<file path="src/rtl/smlc_pkg.sv">
`timescale 1ns / 1ps
// ----------------------------------------------------------------------------
// smlc_pkg: shared types and constants for the substring matcher
// Result kinds, register indexes and the flags carried by each queue entry.
// ----------------------------------------------------------------------------
package smlc_pkg;

  // configuration port
  localparam int CFG_INDEX_W = 1;
  localparam int CFG_DATA_W  = 64;
  localparam int LEN_REG_W   = 4;

  localparam logic [CFG_INDEX_W-1:0] CFG_PATTERN        = 1'b0;
  localparam logic [CFG_INDEX_W-1:0] CFG_PATTERN_LENGTH = 1'b1;

  localparam logic [7:0] NEWLINE_BYTE = 8'h0A;

  // entries in the front-to-back queue
  localparam int QUEUE_DEPTH = 4;

  typedef enum logic [1:0] {
    KIND_MATCH     = 2'd0,
    KIND_EOF_NONE  = 2'd1,
    KIND_EOF_FOUND = 2'd2
  } kind_t;

  typedef struct packed {
    logic hit;   // entry carries a match start position
    logic eof;   // entry closes a file
    logic seen;  // any match in this file, up to and including this byte
  } entry_flags_t;

  localparam int FLAGS_W = $bits(entry_flags_t);

endpackage

</file>
<file path="src/rtl/smlc_if.sv">
`timescale 1ns / 1ps
// ----------------------------------------------------------------------------
// smlc_if: stream channels of the substring matcher
// Text byte input channel and match/status result channel.
// ----------------------------------------------------------------------------
interface smlc_in_if;
  logic       valid;
  logic       ready;
  logic [7:0] text_byte;
  logic       end_of_file;

  modport source (output valid, output text_byte, output end_of_file, input ready);
  modport sink   (input valid, input text_byte, input end_of_file, output ready);
endinterface

interface smlc_out_if #(
  parameter int LINE_WIDTH   = 20,
  parameter int COLUMN_WIDTH = 16
);
  logic                    valid;
  logic                    ready;
  logic [1:0]              kind;
  logic [LINE_WIDTH-1:0]   line_number;
  logic [COLUMN_WIDTH-1:0] column_number;
  logic                    last;

  modport source (output valid, output kind, output line_number, output column_number,
                  output last, input ready);
  modport sink   (input valid, input kind, input line_number, input column_number,
                  input last, output ready);
endinterface

</file>
<file path="src/rtl/smlc_queue.sv">
`timescale 1ns / 1ps
// ----------------------------------------------------------------------------
// smlc_queue: small register queue between front and back
// Holds classified entries so that the two sides stall independently.
// ----------------------------------------------------------------------------
module smlc_queue #(
  parameter int DATA_W = 39
) (
  input  logic              clk,
  input  logic              rst,
  input  logic              push,
  input  logic [DATA_W-1:0] push_data,
  input  logic              pop,
  output logic              full,
  output logic              head_valid,
  output logic [DATA_W-1:0] head_data
);
  import smlc_pkg::*;

  localparam int PTR_W   = $clog2(QUEUE_DEPTH);
  localparam int COUNT_W = $clog2(QUEUE_DEPTH + 1);

  logic [DATA_W-1:0]  slots [QUEUE_DEPTH];
  logic [PTR_W-1:0]   wr_ptr;
  logic [PTR_W-1:0]   rd_ptr;
  logic [COUNT_W-1:0] count;

  assign full       = (count == COUNT_W'(QUEUE_DEPTH));
  assign head_valid = (count != '0);
  assign head_data  = slots[rd_ptr];

  always_ff @(posedge clk) begin
    if (push) begin
      slots[wr_ptr] <= push_data;
    end
  end

  always_ff @(posedge clk) begin
    if (rst) begin
      wr_ptr <= '0;
      rd_ptr <= '0;
      count  <= '0;
    end else begin
      if (push) begin
        wr_ptr <= wr_ptr + PTR_W'(1);
      end
      if (pop) begin
        rd_ptr <= rd_ptr + PTR_W'(1);
      end
      if (push && !pop) begin
        count <= count + COUNT_W'(1);
      end else if (pop && !push) begin
        count <= count - COUNT_W'(1);
      end
    end
  end

endmodule

</file>
<file path="src/rtl/smlc_front.sv">
`timescale 1ns / 1ps
// ----------------------------------------------------------------------------
// smlc_front: byte intake, window and pattern compare
// Shifts each byte into the tagged window, compares it with the pattern and
// pushes an entry for every match or end of file.
// ----------------------------------------------------------------------------
module smlc_front #(
  parameter int PATTERN_MAX  = 8,
  parameter int LINE_WIDTH   = 20,
  parameter int COLUMN_WIDTH = 16
) (
  input  logic                                clk,
  input  logic                                rst,
  input  logic                                cfg_write,
  input  logic [smlc_pkg::CFG_INDEX_W-1:0]    cfg_index,
  input  logic [smlc_pkg::CFG_DATA_W-1:0]     cfg_data,
  smlc_in_if.sink                             in_ch,
  input  logic                                queue_full,
  output logic                                push,
  output smlc_pkg::entry_flags_t              push_flags,
  output logic [LINE_WIDTH-1:0]               push_line,
  output logic [COLUMN_WIDTH-1:0]             push_column
);
  import smlc_pkg::*;

  localparam int FILL_W = $clog2(PATTERN_MAX + 1);
  localparam int LANE_W = $clog2(PATTERN_MAX);

  logic [CFG_DATA_W-1:0] pattern;
  logic [LEN_REG_W-1:0]  pattern_length;

  logic [7:0]              win_bytes   [PATTERN_MAX];
  logic [LINE_WIDTH-1:0]   win_lines   [PATTERN_MAX];
  logic [COLUMN_WIDTH-1:0] win_columns [PATTERN_MAX];
  logic [FILL_W-1:0]       fill;
  logic [LINE_WIDTH-1:0]   current_line;
  logic [COLUMN_WIDTH-1:0] current_column;
  logic                    match_seen;

  logic [7:0]              bytes_next   [PATTERN_MAX];
  logic [LINE_WIDTH-1:0]   lines_next   [PATTERN_MAX];
  logic [COLUMN_WIDTH-1:0] columns_next [PATTERN_MAX];
  logic [FILL_W-1:0]       fill_next;
  logic [LINE_WIDTH-1:0]   line_next;
  logic [COLUMN_WIDTH-1:0] column_next;

  logic [FILL_W-1:0]      len;
  logic [FILL_W-1:0]      len_m1;
  logic [7:0]             want [PATTERN_MAX];
  logic [PATTERN_MAX-1:0] lane_ok;
  logic                   hit;
  logic                   accept;

  assign in_ch.ready = !queue_full;
  assign accept      = in_ch.valid && in_ch.ready;

  // effective pattern length, clamped to 1..PATTERN_MAX
  always_comb begin
    if (pattern_length == '0) begin
      len = FILL_W'(1);
    end else if (int'(pattern_length) > PATTERN_MAX) begin
      len = FILL_W'(PATTERN_MAX);
    end else begin
      len = pattern_length[FILL_W-1:0];
    end
  end
  assign len_m1 = len - FILL_W'(1);

  // window after this byte is shifted in
  always_comb begin
    bytes_next[0]   = in_ch.text_byte;
    lines_next[0]   = current_line;
    columns_next[0] = current_column;
    for (int i = 1; i < PATTERN_MAX; i++) begin
      bytes_next[i]   = win_bytes[i-1];
      lines_next[i]   = win_lines[i-1];
      columns_next[i] = win_columns[i-1];
    end
    fill_next = (int'(fill) < PATTERN_MAX) ? fill + FILL_W'(1) : fill;
  end

  // pattern byte expected at each lane, newest lane holds the last character
  always_comb begin
    for (int i = 0; i < PATTERN_MAX; i++) begin
      want[i] = '0;
      for (int l = 1; l <= PATTERN_MAX; l++) begin
        if (int'(len) == l && i < l) begin
          want[i] = pattern[8*(l-1-i) +: 8];
        end
      end
      lane_ok[i] = (i >= int'(len)) || (bytes_next[i] == want[i]);
    end
  end

  assign hit = (fill_next >= len) && (&lane_ok);

  // saturating position counters
  always_comb begin
    line_next   = current_line;
    column_next = current_column;
    if (in_ch.text_byte == NEWLINE_BYTE) begin
      if (current_line != '1) begin
        line_next = current_line + LINE_WIDTH'(1);
      end
      column_next = '0;
    end else if (current_column != '1) begin
      column_next = current_column + COLUMN_WIDTH'(1);
    end
  end

  assign push            = accept && (hit || in_ch.end_of_file);
  assign push_flags.hit  = hit;
  assign push_flags.eof  = in_ch.end_of_file;
  assign push_flags.seen = match_seen || hit;
  assign push_line       = lines_next[len_m1[LANE_W-1:0]];
  assign push_column     = columns_next[len_m1[LANE_W-1:0]];

  always_ff @(posedge clk) begin
    if (rst) begin
      pattern        <= '0;
      pattern_length <= LEN_REG_W'(1);
    end else if (cfg_write) begin
      if (cfg_index == CFG_PATTERN) begin
        pattern <= cfg_data;
      end else if (cfg_index == CFG_PATTERN_LENGTH) begin
        pattern_length <= cfg_data[LEN_REG_W-1:0];
      end
    end
  end

  always_ff @(posedge clk) begin
    if (rst || (accept && in_ch.end_of_file)) begin
      for (int i = 0; i < PATTERN_MAX; i++) begin
        win_bytes[i]   <= '0;
        win_lines[i]   <= '0;
        win_columns[i] <= '0;
      end
      fill           <= '0;
      current_line   <= LINE_WIDTH'(1);
      current_column <= '0;
      match_seen     <= 1'b0;
    end else if (accept) begin
      for (int i = 0; i < PATTERN_MAX; i++) begin
        win_bytes[i]   <= bytes_next[i];
        win_lines[i]   <= lines_next[i];
        win_columns[i] <= columns_next[i];
      end
      fill           <= fill_next;
      current_line   <= line_next;
      current_column <= column_next;
      match_seen     <= match_seen || hit;
    end
  end

endmodule

</file>
<file path="src/rtl/smlc_back.sv">
`timescale 1ns / 1ps
// ----------------------------------------------------------------------------
// smlc_back: result sequencer
// Turns each queue entry into a match result, a status result, or both,
// through a registered output stage.
// ----------------------------------------------------------------------------
module smlc_back #(
  parameter int LINE_WIDTH   = 20,
  parameter int COLUMN_WIDTH = 16
) (
  input  logic                    clk,
  input  logic                    rst,
  input  logic                    head_valid,
  input  smlc_pkg::entry_flags_t  head_flags,
  input  logic [LINE_WIDTH-1:0]   head_line,
  input  logic [COLUMN_WIDTH-1:0] head_column,
  output logic                    pop,
  smlc_out_if.source              out_ch
);
  import smlc_pkg::*;

  logic load;
  logic hit_done;    // match of the head entry already sent, status still due
  logic emit_match;

  assign load       = head_valid && (!out_ch.valid || out_ch.ready);
  assign emit_match = head_flags.hit && !hit_done;
  assign pop        = load && !(emit_match && head_flags.eof);

  always_ff @(posedge clk) begin
    if (rst) begin
      out_ch.valid <= 1'b0;
      hit_done     <= 1'b0;
    end else begin
      if (load) begin
        out_ch.valid <= 1'b1;
        hit_done     <= emit_match && head_flags.eof;
      end else if (out_ch.ready) begin
        out_ch.valid <= 1'b0;
      end
    end
  end

  always_ff @(posedge clk) begin
    if (load) begin
      if (emit_match) begin
        out_ch.kind          <= KIND_MATCH;
        out_ch.line_number   <= head_line;
        out_ch.column_number <= head_column;
        out_ch.last          <= !head_flags.eof;
      end else begin
        out_ch.kind          <= head_flags.seen ? KIND_EOF_FOUND : KIND_EOF_NONE;
        out_ch.line_number   <= '0;
        out_ch.column_number <= '0;
        out_ch.last          <= 1'b1;
      end
    end
  end

  // pending status always belongs to an entry still at the head
  a_hit_done_head: assert property (@(posedge clk) disable iff (rst)
    hit_done |-> head_valid && head_flags.eof && head_flags.hit)
    else $error("pending status without end-of-file head entry");

  // status results close the item and carry no position
  a_status_last: assert property (@(posedge clk) disable iff (rst)
    out_ch.valid && (out_ch.kind != KIND_MATCH) |->
      out_ch.last && (out_ch.line_number == '0) && (out_ch.column_number == '0))
    else $error("status result malformed");

  // a split entry is popped on the cycle its status is loaded
  a_split_pop: assert property (@(posedge clk) disable iff (rst)
    hit_done && load |-> pop)
    else $error("split entry not retired after status");

endmodule

</file>
<file path="src/rtl/substring_match_line_column_top.sv">
`timescale 1ns / 1ps
// ----------------------------------------------------------------------------
// substring_match_line_column_top: streaming substring search with positions
// Finds every occurrence of a 1..8 byte pattern in a byte stream, reporting
// the start line and column of each, and a status at every end of file.
// ----------------------------------------------------------------------------
// path: a byte transfer writes the queue, and the output register is then loaded from
//   the queue head when the output is free
// throughput: one byte per cycle while the queue is not full; a final byte that
//   also completes a match gives two results, match then status, through the output register
// reset: synchronous, active high; clears window, counters, queue and output,
//   pattern to 0 and pattern length to 1; no clearing pass
module substring_match_line_column_top #(
  parameter int PATTERN_MAX  = 8,
  parameter int LINE_WIDTH   = 20,
  parameter int COLUMN_WIDTH = 16
) (
  input  logic                             clk,
  input  logic                             rst,
  input  logic                             cfg_write,
  input  logic [smlc_pkg::CFG_INDEX_W-1:0] cfg_index,
  input  logic [smlc_pkg::CFG_DATA_W-1:0]  cfg_data,
  smlc_in_if.sink                          in_ch,
  smlc_out_if.source                       out_ch
);
  import smlc_pkg::*;

  // queue entry layout: flags, then start line, then start column
  localparam int ENTRY_W = FLAGS_W + LINE_WIDTH + COLUMN_WIDTH;

  logic                    push;
  entry_flags_t            push_flags;
  logic [LINE_WIDTH-1:0]   push_line;
  logic [COLUMN_WIDTH-1:0] push_column;
  logic                    queue_full;

  logic                    pop;
  logic                    head_valid;
  logic [ENTRY_W-1:0]      head_data;
  entry_flags_t            head_flags;
  logic [LINE_WIDTH-1:0]   head_line;
  logic [COLUMN_WIDTH-1:0] head_column;

  // front: window shift, parallel compare of all lanes, position counters
  smlc_front #(
    .PATTERN_MAX  (PATTERN_MAX),
    .LINE_WIDTH   (LINE_WIDTH),
    .COLUMN_WIDTH (COLUMN_WIDTH)
  ) u_front (
    .clk         (clk),
    .rst         (rst),
    .cfg_write   (cfg_write),
    .cfg_index   (cfg_index),
    .cfg_data    (cfg_data),
    .in_ch       (in_ch),
    .queue_full  (queue_full),
    .push        (push),
    .push_flags  (push_flags),
    .push_line   (push_line),
    .push_column (push_column)
  );

  // only bytes that cause a result take a queue slot
  smlc_queue #(
    .DATA_W (ENTRY_W)
  ) u_queue (
    .clk        (clk),
    .rst        (rst),
    .push       (push),
    .push_data  ({push_flags, push_line, push_column}),
    .pop        (pop),
    .full       (queue_full),
    .head_valid (head_valid),
    .head_data  (head_data)
  );

  assign head_flags  = entry_flags_t'(head_data[ENTRY_W-1 -: FLAGS_W]);
  assign head_line   = head_data[COLUMN_WIDTH +: LINE_WIDTH];
  assign head_column = head_data[COLUMN_WIDTH-1:0];

  // back: one or two result transfers per entry, match before status
  smlc_back #(
    .LINE_WIDTH   (LINE_WIDTH),
    .COLUMN_WIDTH (COLUMN_WIDTH)
  ) u_back (
    .clk         (clk),
    .rst         (rst),
    .head_valid  (head_valid),
    .head_flags  (head_flags),
    .head_line   (head_line),
    .head_column (head_column),
    .pop         (pop),
    .out_ch      (out_ch)
  );

endmodule
</file>
<file path="src/flat_wrapper.sv">
// flat-port wrapper written by rule: the top's interface ports become plain ports
module substring_match_line_column_top_flat import smlc_pkg::*;
#(
  parameter int PATTERN_MAX  = 8,
  parameter int LINE_WIDTH   = 20,
  parameter int COLUMN_WIDTH = 16
)
  (clk, rst, cfg_write, cfg_index, cfg_data, in_ch_valid, in_ch_text_byte, in_ch_end_of_file, in_ch_ready, out_ch_valid, out_ch_kind, out_ch_line_number, out_ch_column_number, out_ch_last, out_ch_ready);
  smlc_in_if in_ch_i ();
  smlc_out_if #(.LINE_WIDTH(LINE_WIDTH), .COLUMN_WIDTH(COLUMN_WIDTH)) out_ch_i ();
  input  logic clk;
  input  logic rst;
  input  logic cfg_write;
  input  logic [smlc_pkg::CFG_INDEX_W-1:0] cfg_index;
  input  logic [smlc_pkg::CFG_DATA_W-1:0] cfg_data;
  input wire logic [$bits(in_ch_i.valid)-1:0] in_ch_valid;
  input wire logic [$bits(in_ch_i.text_byte)-1:0] in_ch_text_byte;
  input wire logic [$bits(in_ch_i.end_of_file)-1:0] in_ch_end_of_file;
  output wire logic [$bits(in_ch_i.ready)-1:0] in_ch_ready;
  output wire logic [$bits(out_ch_i.valid)-1:0] out_ch_valid;
  output wire logic [$bits(out_ch_i.kind)-1:0] out_ch_kind;
  output wire logic [$bits(out_ch_i.line_number)-1:0] out_ch_line_number;
  output wire logic [$bits(out_ch_i.column_number)-1:0] out_ch_column_number;
  output wire logic [$bits(out_ch_i.last)-1:0] out_ch_last;
  input wire logic [$bits(out_ch_i.ready)-1:0] out_ch_ready;
  assign in_ch_i.valid = in_ch_valid;
  assign in_ch_i.text_byte = in_ch_text_byte;
  assign in_ch_i.end_of_file = in_ch_end_of_file;
  assign in_ch_ready = in_ch_i.ready;
  assign out_ch_valid = out_ch_i.valid;
  assign out_ch_kind = out_ch_i.kind;
  assign out_ch_line_number = out_ch_i.line_number;
  assign out_ch_column_number = out_ch_i.column_number;
  assign out_ch_last = out_ch_i.last;
  assign out_ch_i.ready = out_ch_ready;
  substring_match_line_column_top #(.PATTERN_MAX(PATTERN_MAX), .LINE_WIDTH(LINE_WIDTH), .COLUMN_WIDTH(COLUMN_WIDTH)) u_core (.clk(clk), .rst(rst), .cfg_write(cfg_write), .cfg_index(cfg_index), .cfg_data(cfg_data), .in_ch(in_ch_i), .out_ch(out_ch_i));
endmodule
</file>
<file path="config.mk">
export PLATFORM = sky130hd
export DESIGN_NAME = substring_match_line_column_top_flat
export DESIGN_NICKNAME = d
export VERILOG_FILES = /design/src/rtl/smlc_pkg.sv /design/src/rtl/smlc_if.sv /design/src/rtl/smlc_queue.sv /design/src/rtl/smlc_front.sv /design/src/rtl/smlc_back.sv /design/src/rtl/substring_match_line_column_top.sv /design/src/flat_wrapper.sv
export SDC_FILE = /design/constraint.sdc
export NUM_CORES = 1
export LEC_CHECK = 0
export ABC_CLOCK_PERIOD_IN_PS = 16980
export BUFFER_PORTS_ARGS = -buffer_cell sky130_fd_sc_hd__buf_2
export CAP_MARGIN = 25
export CORE_MARGIN = 3
export CORE_UTILIZATION = 67
export DETAILED_ROUTE_END_ITERATION = 10
export PLACE_DENSITY = 0.88
export SYNTH_ARGS = -nofsm -noshare
export SYNTH_HDL_FRONTEND = slang
export SYNTH_SLANG_ARGS = --single-unit
</file>
<file path="constraint.sdc">
create_clock -name clk -period 16.98 [get_ports clk]
set_input_delay 0 -clock clk [delete_from_list [all_inputs] [get_ports clk]]
set_output_delay 0 -clock clk [all_outputs]
set_load 0.01 [all_outputs]
</file>
# Word-level counts from Yosys, hierarchy flattened
# Memory sizes are Yosys's and may differ from the RTL's. A register that Yosys moved wholly into a read port is not among the register bits.
# Index checks and enable logic that the tools add are counted.
[classes]
mux = 85
addsub = 8
bitwise_logic = 26
n_eq_ne = 20
order_cmp = 12
n_reduce_logical = 39
[op_table]
columns = ["op", "n"]
rows = [
  ["8-bit 2-to-1 mux", 44],
  ["20-bit 2-to-1 mux", 10],
  ["16-bit 2-to-1 mux", 12],
  ["8-bit == test", 8],
  ["20-bit binary-select mux with 3-bit select", 1],
  ["16-bit binary-select mux with 3-bit select", 1],
  ["1-bit bitwise OR", 24],
  ["20-bit by 1-bit adder with 20-bit output, second input constant", 1],
  ["4-bit == test, second input constant", 5],
  ["20-bit != test, second input constant", 1],
  ["16-bit by 1-bit adder with 16-bit output, second input constant", 1],
  ["3-bit by 4-bit greater-or-equal comparator with 1-bit output, first input constant", 4],
  ["16-bit != test, second input constant", 1],
  ["1-bit logical OR", 12],
  ["4-bit 2-to-1 mux", 3],
  ["1-bit logical AND", 10],
  ["1-bit 2-to-1 mux", 9],
  ["4-bit by 3-bit == test with 1-bit output, second input constant", 2],
  ["8-bit by 4-bit == test with 1-bit output, second input constant", 1],
  ["1-bit by 4-bit greater-or-equal comparator with 1-bit output, first input constant", 2],
  ["2-bit by 4-bit greater-or-equal comparator with 1-bit output, first input constant", 2],
  ["8-bit AND reduction", 1],
  ["1-bit logical NOT", 7],
  ["2-bit 2-to-1 mux", 3],
  ["other kinds (18)", 25],
]
[totals]
mem_bits_rw = 508
reg_bits = 157
output_inout_bits = 41
mem_count = 4
elab_cells = 209
[mem_list]
columns = ["memory", "words", "word_bits", "read_ports", "rd_clocked_by_memory_dff", "write_ports", "line_no", "source"]
rows = [
  ["u_core.u_front.win_lines", 8, 20, 7, 0, 8, "smlc_front.sv:33", "logic [LINE_WIDTH-1:0] win_lines [PATTERN_MAX];"],
  ["u_core.u_queue.slots", 4, 39, 1, 1, 1, "smlc_queue.sv:23", "logic [DATA_W-1:0] slots [QUEUE_DEPTH];"],
  ["u_core.u_front.win_columns", 8, 16, 7, 0, 8, "smlc_front.sv:34", "logic [COLUMN_WIDTH-1:0] win_columns [PATTERN_MAX];"],
  ["u_core.u_front.win_bytes", 8, 8, 7, 0, 8, "smlc_front.sv:32", "logic [7:0] win_bytes [PATTERN_MAX];"],
]

# Longest topological paths before layout
# Gate-level depths: netlist of the first run.
[logic_depth]
ltp_word = 22
depth_mapped = 27
depth_no_buf = 19

# By module
# Synthesis of the first run repeated with hierarchy kept, for this count alone.
[unflattened]
cells_unflattened = 2285
hier_area_um2 = 29354.4
[by_module_without_submodules]
columns = ["mod", "seq_area_each_um2", "cells_per_inst", "area_per_inst_um2", "instances"]
rows = [
  ["smlc_front", 11431.0, 1944, 21768.4, 1],
  ["smlc_queue", 4864.7, 247, 6048.3, 1],
  ["smlc_back", 1211.2, 94, 1537.7, 1],
]

# Least setup slack after synthesis of the first run
# No wires, ideal clock.
[synth_timing]
kind = "register to register"
startpoint = "register u_core.u_queue.count[0]"
endpoint = "register u_core.u_front.fill[0]"
n_path_buf = 0
t_required_ps = 16860
t_arrival_ps = 7351
period_less_slack_ps = 7471
setup_time_ps = 120
setup_slack_ps = 9509
path_stages_with_launch = 7
cell_sequence = "dfxtp_1 -> or3b_2 -> and2_1 -> nor2_1 -> inv_1 -> nand2_1 -> a22o_1"
[synth_between]
elab_chain_cells = 5
[synth_rtl]
columns = ["item", "line_no", "source"]
rows = [
  ["start: declaration", "smlc_queue.sv:26", "logic [COUNT_W-1:0] count;"],
  ["start signal: assignment", "smlc_queue.sv:51", "count <= count + COUNT_W'(1);"],
  ["start signal: assignment", "smlc_queue.sv:53", "count <= count - COUNT_W'(1);"],
  ["3-bit == test (*)", "smlc_queue.sv:28", "assign full = (count == COUNT_W'(QUEUE_DEPTH));"],
  ["1-bit logical NOT (*)", "smlc_front.sv:54", "assign in_ch.ready = !queue_full;"],
  ["net in_ch_ready", "flat_wrapper.sv:19", "output wire logic [$bits(in_ch_i.ready)-1:0] in_ch_ready;"],
  ["1-bit logical AND (*)", "smlc_front.sv:55", "assign accept = in_ch.valid && in_ch.ready;"],
  ["1-bit logical AND", "smlc_front.sv:132", "if (rst || (accept && in_ch.end_of_file)) begin"],
  ["1-bit logical OR", "smlc_front.sv:132", ""],
  ["end signal: assignment", "smlc_front.sv:148", "fill <= fill_next;"],
  ["end: declaration", "smlc_front.sv:35", "logic [FILL_W-1:0] fill;"],
]
# Mark *: on every way through the listed nets, which the timed path passes. The rest lies on a longest branch.
# A chain may end at the register's enable or synchronous reset.

# Worst setup path in the final report of the first run
[layout_timing]
startpoint = "register u_core.u_front.pattern_length[3]"
endpoint = "register u_core.u_queue.count[2]"
[layout_between]
elab_chain_cells = 21
elab_cells_between_ends = 82
cone_classes = "10 x order compare; 16 x eq/ne; 39 x mux; 17 x reduce/logical"
[layout_rtl]
columns = ["item", "line_no", "source"]
rows = [
  ["start: declaration", "smlc_front.sv:30", "logic [LEN_REG_W-1:0] pattern_length;"],
  ["start signal: assignment", "smlc_front.sv:126", "pattern_length <= cfg_data[LEN_REG_W-1:0];"],
  ["4-bit > comparator", "smlc_front.sv:61", "end else if (int'(pattern_length) > PATTERN_MAX) begin"],
  ["4-bit 2-to-1 mux", "smlc_front.sv:61", ""],
  ["4-bit 2-to-1 mux (*)", "smlc_front.sv:59", "if (pattern_length == '0) begin"],
  ["4-bit by 2-bit == test with 1-bit output", "-", ""],
  ["8-bit 2-to-1 mux (8 in a row)", "smlc_front.sv:87", "if (int'(len) == l && i < l) begin"],
  ["8-bit == test", "smlc_front.sv:91", "lane_ok[i] = (i >= int'(len)) || (bytes_next[i] == want[i]);"],
  ["1-bit logical OR", "smlc_front.sv:91", ""],
  ["8-bit AND reduction", "smlc_front.sv:95", "assign hit = (fill_next >= len) && (&lane_ok);"],
  ["1-bit logical AND (*)", "smlc_front.sv:95", ""],
  ["1-bit logical OR (*)", "smlc_front.sv:111", "assign push = accept && (hit || in_ch.end_of_file);"],
  ["1-bit logical AND (*)", "smlc_front.sv:111", ""],
  ["net u_core.push", "substring_match_line_column_top.sv:31", "logic push;"],
  ["1-bit logical NOT", "smlc_queue.sv:52", "end else if (pop && !push) begin"],
  ["1-bit logical AND", "smlc_queue.sv:52", ""],
  ["2-bit nonzero test (no line)", "-", ""],
]
# Marks and branches as above.

==> results of run 1 <==
sequential cells by signal, summed over array words and instances, names as in the netlist, 16 cells and up, named ones only:
register and count:
u_core.u_back.out_ch.line_number 20, u_core.u_front.current_line 20, u_core.u_front.win_bytes 56, u_core.u_front.win_columns 112, u_core.u_back.out_ch.column_number 16, u_core.u_front.current_column 16
u_core.u_queue.slots 156, u_core.u_front.pattern 64, u_core.u_front.win_lines 140
final timing paths:
| path | from | endpoint | slack, ns | cells past startpoint |
|---|---|---|---|---|
| worst min register to register | u_core.u_front.pattern_length[0]$_SDFFE_PP1P_ | u_core.u_front.pattern_length[0]$_SDFFE_PP1P_ | 0.47 | 1 |
| worst max-delay path | u_core.u_front.pattern_length[3]$_SDFFE_PP0P_ | u_core.u_queue.count[2]$_SDFFE_PP0P_ | 8.94 | 21 |
| worst min-delay path | in_ch_valid | u_core.u_front.win_bytes[4][2]$_SDFFCE_PN0P_ | 0.16 | 4 |
| worst max register to register | u_core.u_front.pattern_length[3]$_SDFFE_PP0P_ | u_core.u_queue.count[2]$_SDFFE_PP0P_ | 8.94 | 21 |
power groups by stage:
stage | Clock (W) | Combinational, W | Sequential [W]
floorplan | 0 | 0.000453 | 0.00203
CTS | 0.00131 | 0.000727 | 0.00201
detailed placement | 0 | 0.000691 | 0.00203
global placement | 0 | 0.000656 | 0.00201
finish | 0.00131 | 0.000747 | 0.00201
global route | 0.00137 | 0.000794 | 0.00202
cells in the mapped netlist, types with 20 or more instances:
cell type | instances | share of area [%]
edfxtp_1 | 503 | 51
and2_1 | 301 | 6.4
nand2_1 | 208 | 2.6
a21oi_1 | 132 | 2.2
dfxtp_1 | 120 | 8.1
mux4_2 | 111 | 8.4
clkbuf_1 | 99 | 1.3
nor2_1 | 80 | 1.0
nor2b_1 | 66 | 1.4
inv_1 | 51 | 0.65
xor2_1 | 48 | 1.4
buf_2 | 43 | 0.73
mux2_2 | 38 | 1.4
nand3_1 | 33 | 0.56
xnor2_1 | 32 | 0.95
o21ai_0 | 31 | 0.52
nor4_1 | 29 | 0.61
nand4_1 | 20 | 0.42
tightest hold or removal path: cells and delay by family:
kind          cells  cell delay [ns]
buf+inv           2             0.36
simple gates      2             0.28
area by class of cell:
class / instances / area (sq um) / area share, %
flip-flops and latches: 623 / 17500 / 52.6
well taps: 585 / 732 / 2.20
multi-input cells: 1468 / 11200 / 33.6
repair buffers: 230 / 1740 / 5.23
clock buffers: 75 / 1610 / 4.83
clock inverters: 37 / 283 / 0.849
inverters: 54 / 213 / 0.639
diodes: 7 / 17.5 / 0.0526
layer usage:
metal  vias up  routed length (um)  share of wire (%)  track usage [%]
li1       8852                   -                  -                -
met1     10400               31900                 37             50.4
met2      1518               39200                 46             55.3
met3       387               10400                 12             9.24
met4         0                4420                5.1             16.3
met5         -                   0                  0                0
repair_timing:
action,CTS,global route
hold endpoints to repair,102,0
buffers inserted,0,0
endpoints found under the setup margin,0,0
hold buffers,80,0
gates resized for setup,0,0
logic make-up (layout without fill, tap and decap cells):
kind of cell / Yosys count / after routing / synth area share [%]
AND/OR/NAND/NOR: 843 / 843 / 15.7
flip-flops: 623 / 623 / 59.2
AO/OA/AOI/OAI: 365 / 365 / 8.41
buffers and inverters: 223 / 396 / 3.23
multiplexers: 162 / 162 / 10.4
XOR/XNOR: 80 / 80 / 2.37
adder cells (fa/ha/maj): 18 / 18 / 0.786
other: 0 / 7 / 0
metrics by stage:
stage,worst slack (ns),cells,hold slack (ns),area [sq um],total power (W)
2_1_floorplan,9.51,2314,0.0989,29600,0.00248
3_3_place_gp,9.69,2873,0.240,30400,0.00267
3_5_place_dp,9.35,2875,0.245,30500,0.00272
4_1_cts,9.22,3067,0.108,33200,0.00405
5_1_grt,8.57,3079,0.171,33300,0.00419
6_report,8.94,3079,0.160,33300,0.00408
==> impl_metrics.toml, run 1 <==
[clock_network]
clk_pin_slew_ns = 0.07
clock_sinks = 623
htreeDepth = 2
numCtsBuffers = 59
root_buffer = "clkbuf_16"
clock_insertion_delay_worst_skew_ns = 0.63
cts_tree = "built"
clk_path_buf_depth = 3

[global_routing]
first_global_vias = 21100
antenna_found_initial = 10
grt_usage_pct = 36.4
grt_max_degree = 144
grt_pass1_wl_um = 130000
grt_remaining_overflow = 0

[finish]
area_growth_syn_to_layout_pct = 12.5
layout-drive-gt1-share_pct = 17.2
nets = 2533
final_common_cell = "edfxtp_1"
layout_common_cells = "503 x edfxtp_1, 300 x and2_1, 208 x nand2_1"
filler_cell_count = 2428
fin_util_pct = 76.8

[timing]
worst_pin_slew_ns = 1.17
relSlewSlack_pct = 22.0
fmax_mhz = 124
setup_viol = 0
finalCritPeriodShare_pct = 47.3
slew_violations = 0
skew_ns = 0.0345
fin_tns_setup_ns = 0
hold_violations = 0
rsz0062_at_grt = "false"
finalCriticalPeriod_ns = 8.04

[route]
drc = 0
wl_per_cell_um = 27.9
wirelength_um = 86000
route.vias.total = 21100
vias_per_cell = 6.86
dr.pass1.iters = 9
drt_iter0_drc = 3265
final_antenna_net_count = 0

[floorplan]
ios = 120
rows = 76
die_h_um = 216
dieArea_sq_um = 46700
core_sq_um = 43400
initial_core_util_pct = 68.2
die_w_um = 216

[critical_path]
cp_data_arrival_time_ns = 8.51
path_buf_inv = 6
setup.worst_path.start_class = "register"
crit_family = "buffers and inverters"
crit_required_ns = 17.46
cp-end-kind = "register"
critPathSlowestCell = "buf_4"
crit_type = "reg -> reg"
crit_fanout = 48
crit_chain = "buf_4, nor2_1, inv_4, buf_4, ha_1, buf_4, nand2_1, buf_4, nand2_1, nor3b_1, o41ai_2, nand4_1, o41ai_1, a41oi_1, a211oi_2, ha_1, inv_1, fa_1, xor2_1, o21ai_0, a21oi_1"
crit_path_frequent_cell = "buf_4"
cp_slowest_stage_delay_ns = 0.83

[logic_synthesis]
synth_edf_count = 503
synth-async-reset-ratio_pct = 0
synth_cell_types = 88
seq_area_frac_synth_pct = 59.2
ys_ff_latch = 623
syn_area_sq_um = 29600
syn-num-nets = 2411
synthFlopType = "edfxtp_1"
ys.warnings.count = 0
avgSynthCellArea_sq_um = 12.8
synth_cells = 2314

[placed_design]
dp_hpwl_um = 49500
port_buffers = 119
globalplace.congestion = 0.983

[hold_path]
hold_class = "in -> reg"

[job]
max-cap-violations = 0

[pwr]
p_int_w = 0.00290
combPwrFrac_pct = 18.3
peakVddDrop_v = 0.0000993
p_per_area_nw_per_um2 = 122
power.leakage_nw = 12.0
swShare_pct = 28.7
p_switching_w = 0.00117
pwr-share-seq_pct = 49.4
clockPowerShare_pct = 32.2

[outcome]
status = "complete, no violations"
(Power assumes the default switching activity.)
==> run 2, diff against run 1 <==
ABC_CLOCK_PERIOD_IN_PS = 7770   (was 16980)
CORE_UTILIZATION = 62   (was 67)
PLACE_DENSITY = 0.82   (was 0.88)
clock period = 7.77 ns   (was 16.98 ns; I/O delays follow)
==> impl_metrics.toml, run 2 (synthesis results as in run 1) <==
[route]
final_antenna_net_count = 0
vias_per_cell = 6.66
drt_iter0_drc = 2838
drc = 0
wirelength_um = 85200
wl_per_cell_um = 27.1
route.vias.total = 20900
dr.pass1.iters = 6

[finish]
layout_common_cells = "503 x edfxtp_1, 301 x and2_1, 208 x nand2_1"
layout-drive-gt1-share_pct = 17.5
final_common_cell = "edfxtp_1"
filler_cell_count = 2877
largestRegisters = "u_core.u_queue.slots x156, u_core.u_front.win_lines x140, u_core.u_front.win_columns x112"
final_cell_area_sq_um = 33900
area_growth_syn_to_layout_pct = 14.5
top_register = "u_core.u_queue.slots"
largest_reg_flops = 156
nets = 2579

[timing]
slew_violations = 0
worst_pin_slew_ns = 1.02
skew_ns = 0.0307
worst_slack_ns = 1.48
hold_violations = 0
fmax_mhz = 159
finalCritPeriodShare_pct = 81.0
fin_tns_setup_ns = 0
finalCriticalPeriod_ns = 6.29
relSlewSlack_pct = 32.2
rsz0062_at_grt = "false"
setup_viol = 0

[floorplan]
dieArea_sq_um = 50400
die_w_um = 224
initial_core_util_pct = 63.2
rows = 79
die_h_um = 224
core_sq_um = 46900
ios = 120

[clock_network]
htreeDepth = 2
clock_sinks = 623
clock_insertion_delay_worst_skew_ns = 0.64
post_cts_buffers = 0
cts_tree = "built"
numCtsBuffers = 59
clk_path_buf_depth = 3
cts_hold_buffers = 117
clk_pin_slew_ns = 0.06
root_buffer = "clkbuf_16"
cts-resized-gates = 0

[hold_path]
hp-start = "cfg_data[5]"
hold_class = "in -> reg"
whs_path_depth = 4

[pwr]
power.leakage_nw = 12.2
p_per_area_nw_per_um2 = 265
finalPower_w = 0.00896
peakVddDrop_v = 0.000251

[placed_design]
dp_hpwl_um = 52000
port_buffers = 119
placed_cell_area_sq_um = 30600
globalplace.congestion = 0.971
pre_cts_ws_ns = 1.73

[critical_path]
crit_type = "reg -> reg"
cp-end-kind = "register"
cp_data_arrival_time_ns = 6.85
r2r_cells = 18
crit_required_ns = 8.33
critPathSlowestCell = "ha_2"
critical_path.startpoint = "u_core.u_front.pattern_length[1]$_SDFFE_PP0P_"
crit_path_frequent_cell = "nor2_1"
crit_chain = "nor2_1, nor2_1, nor2_1, ha_2, and3b_2, a22oi_1, xnor2_1, nor4_1, a21oi_1, a211oi_1, a41oi_1, a211oi_2, ha_1, inv_1, fa_1, xor2_1, or3_1, a21oi_1"
crit_fanout = 50
setup.worst_path.start_class = "register"
cp_slowest_stage_delay_ns = 0.95
r2r-start = "u_core.u_front.pattern_length[1]$_SDFFE_PP0P_"

[global_routing]
grt_max_degree = 136
grt_usage_pct = 33.9
first_global_vias = 20900
grt_remaining_overflow = 0
grt_pass1_wl_um = 129000
antenna_found_initial = 2

[outcome]
status = "complete, no violations"

[job]
max-cap-violations = 0
[run 2: path summary, 6_finish.rpt]
kind / to / slack [ns]
worst min register to register: u_core.u_front.pattern[63]$_SDFFE_PP0P_ / 0.46
worst min-delay path: u_core.u_front.pattern[5]$_SDFFE_PP0P_ / 0.17
worst max-delay path: u_core.u_queue.count[2]$_SDFFE_PP0P_ / 1.48
worst max register to register: u_core.u_queue.count[2]$_SDFFE_PP0P_ / 1.48
[run 2: critical path: cells and delay by family (launching register included)]
kind,cells,cell delay (ns)
AO/OA/AOI/OAI,6,1.77
buffers and inverters,1,0.06
flip-flops,1,0.36
AND/OR/NAND/NOR,6,1.98
adder cells (fa/ha/maj),3,1.63
XOR/XNOR,2,0.36
[run 2: layer usage]
layer,GRT usage [%],part of all wire (%),vias to the layer above
met2,51.3,45,1295
met4,13.9,4.3,0
met5,0,0,-
li1,-,-,8949
met1,48.4,39,10400
met3,7.78,11,296
[run 2: cell type report]
class / instances / area [sq um] / area share, %
multi-input cells: 1468 / 11200 / 33.1
clock inverters: 27 / 338 / 0.997
diodes: 2 / 5.00 / 0.0148
inverters: 54 / 213 / 0.628
well taps: 607 / 759 / 2.24
flip-flops and latches: 623 / 17500 / 51.7
clock buffers: 84 / 1690 / 4.99
repair buffers: 276 / 2160 / 6.38
[run 2: stage by stage]
step	std cells	hold slack [ns]	util [%]
floorplan	2314	0.0989	-
global placement	2907	0.240	65.2
detailed placement	2909	0.248	65.3
CTS	3137	0.148	72.2
global route	3140	0.185	72.3
finish	3141	0.171	72.3
[run 2: power by group]
part	internal, W	leakage [nW]	switching, W
Combinational	0.000658	5.00	0.000964
Clock	0.00170	0.979	0.00128
Sequential	0.00413	6.21	0.000233
Total	0.00648	12.2	0.00248
